===== src/design/dwqpi_pkg.sv =====
// ----------------------------------------------------------------------------
// dwqpi_pkg
// Shared types and constants for the two-wheel quadrature PI drive.
// ----------------------------------------------------------------------------
package dwqpi_pkg;

  localparam logic [3:0] REG_PROP_GAIN   = 4'd0;
  localparam logic [3:0] REG_INT_GAIN    = 4'd1;
  localparam logic [3:0] REG_FRICTION    = 4'd2;
  localparam logic [3:0] REG_PCT_PER_V   = 4'd3;
  localparam logic [3:0] REG_SPEED_PER_C = 4'd4;
  localparam logic [3:0] REG_PWM_LIMIT   = 4'd5;

  localparam logic OP_SAMPLE = 1'b0;
  localparam logic OP_TICK   = 1'b1;

  // Quadrature step per {previous phase, new phase} code.
  function automatic logic signed [1:0] step_lookup(input logic [3:0] code);
    logic signed [1:0] s;
    case (code)
      4'd1, 4'd7, 4'd8, 4'd14: s = 2'sd1;
      4'd2, 4'd4, 4'd11, 4'd13: s = -2'sd1;
      default: s = 2'sd0;
    endcase
    return s;
  endfunction

  // Commands from the controller to the datapath.
  typedef struct packed {
    logic sample;   // apply an encoder sample
    logic load;     // capture a tick's inputs
    logic wheel;    // wheel being computed
    logic [2:0] stage;  // datapath stage for the tick computation
    logic finish;   // latch held outputs for this wheel
  } dwqpi_cmd_t;

endpackage


===== src/design/dwqpi_ctrl.sv =====
// ----------------------------------------------------------------------------
// dwqpi_ctrl
// Sequencer for samples, tick computations and the output handshake.
// ----------------------------------------------------------------------------
module dwqpi_ctrl (
  input  logic                  clk,
  input  logic                  rst_n,
  input  logic                  in_valid,
  output logic                  in_ready,
  input  logic                  in_op,
  output logic                  out_valid,
  input  logic                  out_ready,
  output logic                  out_tick_done,
  output dwqpi_pkg::dwqpi_cmd_t cmd
);

  localparam logic [1:0] ST_IDLE = 2'd0;
  localparam logic [1:0] ST_CALC = 2'd1;
  localparam logic [1:0] ST_DONE = 2'd2;

  logic [1:0] state_r, state_nxt;
  logic [3:0] step_r, step_nxt;
  logic       wheel_r, wheel_nxt;
  logic       tick_r, tick_nxt;
  logic       accept;

  assign in_ready  = (state_r == ST_IDLE) || (state_r == ST_DONE && out_ready);
  assign accept    = in_valid && in_ready;
  assign out_valid = state_r == ST_DONE;
  assign out_tick_done = tick_r;

  // Steps 1..7 run the tick stages, step 8 the percent, step 9 finish.
  always_comb begin
    state_nxt = state_r;
    step_nxt  = step_r;
    wheel_nxt = wheel_r;
    tick_nxt  = tick_r;
    cmd = '0;
    cmd.wheel = wheel_r;
    case (state_r)
      ST_CALC: begin
        if (step_r <= 4'd7) cmd.stage = step_r[2:0];
        else if (step_r == 4'd9) cmd.finish = 1'b1;
        step_nxt = step_r + 4'd1;
        if (step_r == 4'd9) begin
          step_nxt = 4'd1;
          wheel_nxt = 1'b1;
          if (wheel_r) state_nxt = ST_DONE;
        end
      end
      ST_IDLE, ST_DONE: begin
        if (state_r == ST_DONE && out_ready) state_nxt = ST_IDLE;
        if (accept) begin
          tick_nxt = in_op;
          if (in_op == dwqpi_pkg::OP_TICK) begin
            cmd.load  = 1'b1;
            state_nxt = ST_CALC;
            step_nxt  = 4'd1;
            wheel_nxt = 1'b0;
          end else begin
            cmd.sample = 1'b1;
            state_nxt  = ST_DONE;
          end
        end
      end
      default: state_nxt = ST_IDLE;
    endcase
  end

  always_ff @(posedge clk) begin
    if (!rst_n) begin
      state_r <= ST_IDLE;
      step_r  <= 4'd1;
      wheel_r <= 1'b0;
      tick_r  <= 1'b0;
    end else begin
      state_r <= state_nxt;
      step_r  <= step_nxt;
      wheel_r <= wheel_nxt;
      tick_r  <= tick_nxt;
    end
  end

  a_no_accept_calc: assert property (@(posedge clk) disable iff (!rst_n)
    state_r == ST_CALC |-> !in_ready) else $error("input taken during tick compute");
  a_out_hold: assert property (@(posedge clk) disable iff (!rst_n)
    out_valid && !out_ready |=> out_valid) else $error("result dropped");
  a_step_range: assert property (@(posedge clk) disable iff (!rst_n)
    state_r == ST_CALC |-> (step_r >= 4'd1 && step_r <= 4'd9)) else $error("bad step");

endmodule


===== config.mk =====
export PLATFORM = sky130hd
export DESIGN_NAME = dwqpi_ctrl
export DESIGN_NICKNAME = d
export VERILOG_FILES = /design/src/design/dwqpi_pkg.sv /design/src/design/dwqpi_ctrl.sv
export SDC_FILE = /design/constraint.sdc
export NUM_CORES = 1
export LEC_CHECK = 0
export BUFFER_PORTS_ARGS = -buffer_cell sky130_fd_sc_hd__buf_2
export CORE_MARGIN = 8
export CORE_UTILIZATION = 27
export CTS_CLUSTER_DIAMETER = 120
export DETAILED_ROUTE_END_ITERATION = 10
export GPL_ROUTABILITY_DRIVEN = 1
export PLACE_DENSITY = 0.51
export RECOVER_POWER = 100
export SYNTH_ARGS = -nofsm -noshare
export SYNTH_HDL_FRONTEND = slang
export SYNTH_SLANG_ARGS = --single-unit
export TNS_END_PERCENT = 10

===== constraint.sdc =====
create_clock -name clk -period 1.8 [get_ports clk]
set_input_delay 0.18 -clock clk [delete_from_list [all_inputs] [get_ports clk]]
set_output_delay 0.18 -clock clk [all_outputs]
set_load 0.01 [all_outputs]

# ---- After elaboration in Yosys (flattened, before gate mapping)
# Cells that the tools add are included.
dict set report totals {
  in_bits 5
  out_inout_bits 10
  ff_bits 8
  wordCells 46
}
dict set report op_classes {
  n_eq_ne 8
  n_addsub 1
  muxes 22
  reduce_logical 10
  n_lt_le_gt_ge 1
}
# operator n
set ops {}
lappend ops {{two-way mux 4 bit} 4}
lappend ops {{two-way mux 2 bit} 7}
lappend ops {{inequality test 2 bit (second input constant)} 4}
lappend ops {{one-hot mux 4 bit (2 select lines)} 1}
lappend ops {{two-way mux 1 bit} 7}
lappend ops {{AND reduction 3 bit} 2}
lappend ops {{adder 4 x 1 -> 4 bit (second input constant)} 1}
lappend ops {{equality test 4 bit (second input constant)} 1}
lappend ops {{<= comparator 4 x 3 -> 1 bit (second input constant)} 1}
lappend ops {{one-hot mux 2 bit (2 select lines)} 1}
lappend ops {{AND reduction 4 bit} 1}
lappend ops {{two-way mux 3 bit} 1}
lappend ops {{inequality test 3 bit (second input constant)} 1}
lappend ops {{equality test 2 x 1 -> 1 bit (second input constant)} 1}
lappend ops {{equality test 2 bit (second input constant)} 1}
lappend ops {{logical AND 1 bit} 2}
lappend ops {{zero test 2 bit} 1}
lappend ops {{one-hot mux 1 bit (2 select lines)} 1}
lappend ops {{AND reduction 2 bit} 1}
lappend ops {{nonzero test 2 bit} 1}
lappend ops {{OR reduction 2 bit} 1}
lappend ops {{logical OR 1 bit} 1}

# ---- Depth between registers and ports, before layout
dict set report depth {
  ltp_word 6
  ltp_mapped 5
  mapped_depth_nobuf 5
}

# ---- Least setup slack after synthesis
# Ideal clock, no wire load.
dict set report synth_timing {
  path_kind {register -> output}
  start {reg state_r[1]}
  end {out cmd[5] (netlist name)}
  n_path_buf 2
  t_arrival_ns 1.122
  required_time_ns 1.620
  setup_slack_ns 0.498
  stages_incl_launch_ff 6
  path_cell_list {dfxtp_1 buf_6 nor2b_1 or3_1 inv_1 buf_4}
}
# element line
set synth_rtl {}
lappend synth_rtl {{from (decl)} dwqpi_ctrl.sv:21} ;# logic [1:0] state_r, state_nxt;
lappend synth_rtl {{from (signal assigned)} dwqpi_ctrl.sv:77} ;# state_r <= state_nxt;
lappend synth_rtl {{to (decl)} dwqpi_ctrl.sv:14} ;# output dwqpi_pkg::dwqpi_cmd_t cmd

==> impl_metrics.yaml <==
status:
  run_status: "completed"
timing:
  unrepaired_setup_endpoints_after_global_routing: "false"
  final.setup.tns_ns: 0
  tightestPinTransition_ns: 0.367
  report.final.slew_viol_count: 0
  layout_min_cycle_time_ns: 1.68
  max_slew_margin: 0.756
  hold_violations: 0
  worst_clock_skew_ns: 0.00438
  fmax_mhz: 595
  setup_viol: 0
  final_min_period_over_clock_period: 0.933
clock_network:
  cts.root.buffer_cell: "clkbuf_4"
  tritoncts: "built"
  cts_buffer_depth: 2
  cts-buffers-inserted: 3
  clock_insertion_delay_worst_skew_ns: 0.25
  cts_htree_levels: 1
  ctsHoldBuffers: 0
  clkSlewWorstSetupHoldPaths_ns: 0.06
  cts.sinks: 8
die:
  floorplan.io_pins: 15
  num_rows: 15
  start_util: 0.291
  fp.dieW_um: 59.6
  die_height_um: 59.6
  core_sq_um: 1760
  full_die_area_sq_um: 3560
final_layout:
  antennaDiodeCount: 0
  area_added_between_synthesis_and_finish_pct: 16.5
  share_of_cells_above_drive_strength_1: 0.178
  fin_util: 0.340
  layout.nets: 82
  final_cell_area_sq_um: 599
synth:
  synth_top_area_cell: "dfxtp_1"
  yosys_synthesis_warning_count: 0
  synth_common_cells: "8 x dfxtp_1, 5 x a21oi_1, 5 x inv_1"
  synth.yosys.seq_area_share: 0.311
  mappedNetlistArea_sq_um: 514
  ys.flop_type: "dfxtp_1"
  yosys_register_bits: 8
  number_of_synthesized_flops_with_an_enable_pin: 0
  post_synth_main_area_contributors: "dfxtp_1 31%, a21oi_1 4.9%, ha_1 4.9%, inv_1 3.6%, nor2b_1 3.6%"
  post_synth_inst_count: 60
  async_flop_share: 0
  synth.net_count: 67
  synthMostInstantiatedCell: "dfxtp_1"
  synth_top_cell_area_share: 0.311
  netlist-cell-type-count: 32
  synth_area_per_cell_sq_um: 8.57
placed_design:
  finalWeightedCongestion: 0.795
  hpwlAfterDp_um: 975
  place.port_buffers: 14
  detailed_place.area_sq_um: 584
global_route:
  via_count_of_the_first_global_routing_pass: 454
  antenna_found_initial: 0
  grt_overflow_total: 0
  first_pass_grt_wire_length_um: 2090
  grt_usage: 0.0780
  grt_start_max_net_pins: 15
critical_path:
  biggest_fanout_along_the_worst_timing_path: 9
  worstPathArrival_ns: 1.50
  cp.buffers_inverters: 2
  crit_chain: "nor2b_1 -> or3_1 -> inv_1 -> clkbuf_2"
  critical-path-top-delay-family: "simple AND/OR/NAND/NOR gates"
  crit_type: "reg -> out"
  setup.worst_path.end_class: "output pin"
  slowest_stage: "dfxtp_1"
  required_ns: 1.62
  timing.critical_path.from_type: "register"
  critical-path-max-stage-delay_ns: 0.48
detailed_routing:
  post-route-drc-count: 0
  highest_layer: "met4"
  pre_repair_dr_iteration_count: 4
  wl_met1_um: 574
  totalWireLength_um: 1310
  met2_wirelength_um: 599
  vias_after_detailed_routing: 497
  route.detailed.vias_per_inst: 5.07
  antenna_violating_nets_post_route: 0
  dr_wl_met3_um: 92
  detail_route.iter0.violations: 8
  wire_per_inst_um: 13.4
power:
  leakagePower_uw: 0.000236
  power.density_cell_area_nw_per_um2: 711
  irDropWorstVdd_mv: 0.274
flow_run:
  maxCapViolCount: 0
min_path:
  hp-class: "in -> reg"
-- routing by layer --
| metal | vias to the layer above | global-route usage |
|---|---|---|
| met5 | - | 0 |
| met1 | 225 | 0.0916 |
| met4 | 0 | 0.0612 |
| met2 | 18 | 0.118 |
| li1 | 249 | - |
| met3 | 5 | 0.0174 |
-- path summary, 6_finish.rpt --
| path | from | to | slack, ns | depth (start not counted) |
|---|---|---|---|---|
| worst min register to register | out_tick_done$_SDFFE_PN0P_ | out_tick_done$_SDFFE_PN0P_ | 0.47 | 2 |
| worst max register to register | step_r[1]$_SDFFE_PN0P_ | step_r[0]$_SDFFE_PN1P_ | 0.42 | 5 |
| worst max-delay path | state_r[1]$_SDFFE_PN0P_ | cmd[5] | 0.12 | 4 |
| worst min-delay path | rst_n | wheel_r$_SDFFE_PN0P_ | 0.21 | 2 |
-- through the flow --
stage | hold WS [ns] | setup WS (ns) | total power [uW] | std cells
4_1_cts | 0.211 | 0.113 | 429 | 98
3_3_place_gp | 0.464 | 0.412 | 292 | 95
5_1_grt | 0.207 | 0.0217 | 458 | 98
6_report | 0.208 | 0.120 | 426 | 98
3_5_place_dp | 0.462 | 0.357 | 292 | 95
2_1_floorplan | 0.313 | 0.498 | 267 | 60
-- registers in the layout, indices dropped and copies added (netlist names) --
name / count
state_r: 2
step_r: 4
wheel_r: 1
out_tick_done: 1
-- area by class of cell --
class	instances	area, sq um
multi-input cells	43	304
inverters	5	18.8
flip-flops and latches	8	161
fillers	207	1160
repair buffers	14	61.3
clock buffers	3	22.5
well taps	25	31.3
-- logic make-up after synthesis --
kind of cell / share of synthesized area
AND/OR/NAND/NOR: 0.290
adder cells (fa/ha/maj): 0.0487
flip-flops: 0.311
AO/OA/AOI/OAI: 0.253
buffers and inverters: 0.0973
-- what timing repair did --
action                                  CTS  global route
resized for setup                         0             1
endpoints found under the setup margin    0             2
setup buffers                             0             0
-- power breakdown --
group | switching (uW) | leakage [uW] | internal [uW] | total (uW)
clock | 62.6 | 0.0000138 | 76.4 | 139
combinational | 45.4 | 0.000156 | 35.0 | 80.4
sequential | 18.6 | 0.0000658 | 188 | 207
total | 127 | 0.000236 | 300 | 426
-- cell usage in the layout (no fill, tap or decap), types with 2 or more instances in the layout --
| master | n |
|---|---|
| and2_0 | 2 |
| nor2b_1 | 3 |
| nand2b_1 | 2 |
| a21oi_1 | 5 |
| clkbuf_1 | 7 |
| dfxtp_1 | 7 |
| a221oi_1 | 2 |
| buf_2 | 6 |
| nand2_1 | 3 |
| nor2_1 | 2 |
| nand3_1 | 2 |
| ha_1 | 2 |
| or3_1 | 3 |
| clkbuf_4 | 3 |
| inv_1 | 5 |
-- worst register-to-register path: stages, from the launching register on --
cell and delay, ns:
dfxtp_1 0.41, inv_1 0.09, ha_1 0.20, nand3b_1 0.16, nand2b_1 0.12, a211o_1 0.30
Note: power is estimated with default switching activity, not from simulation.
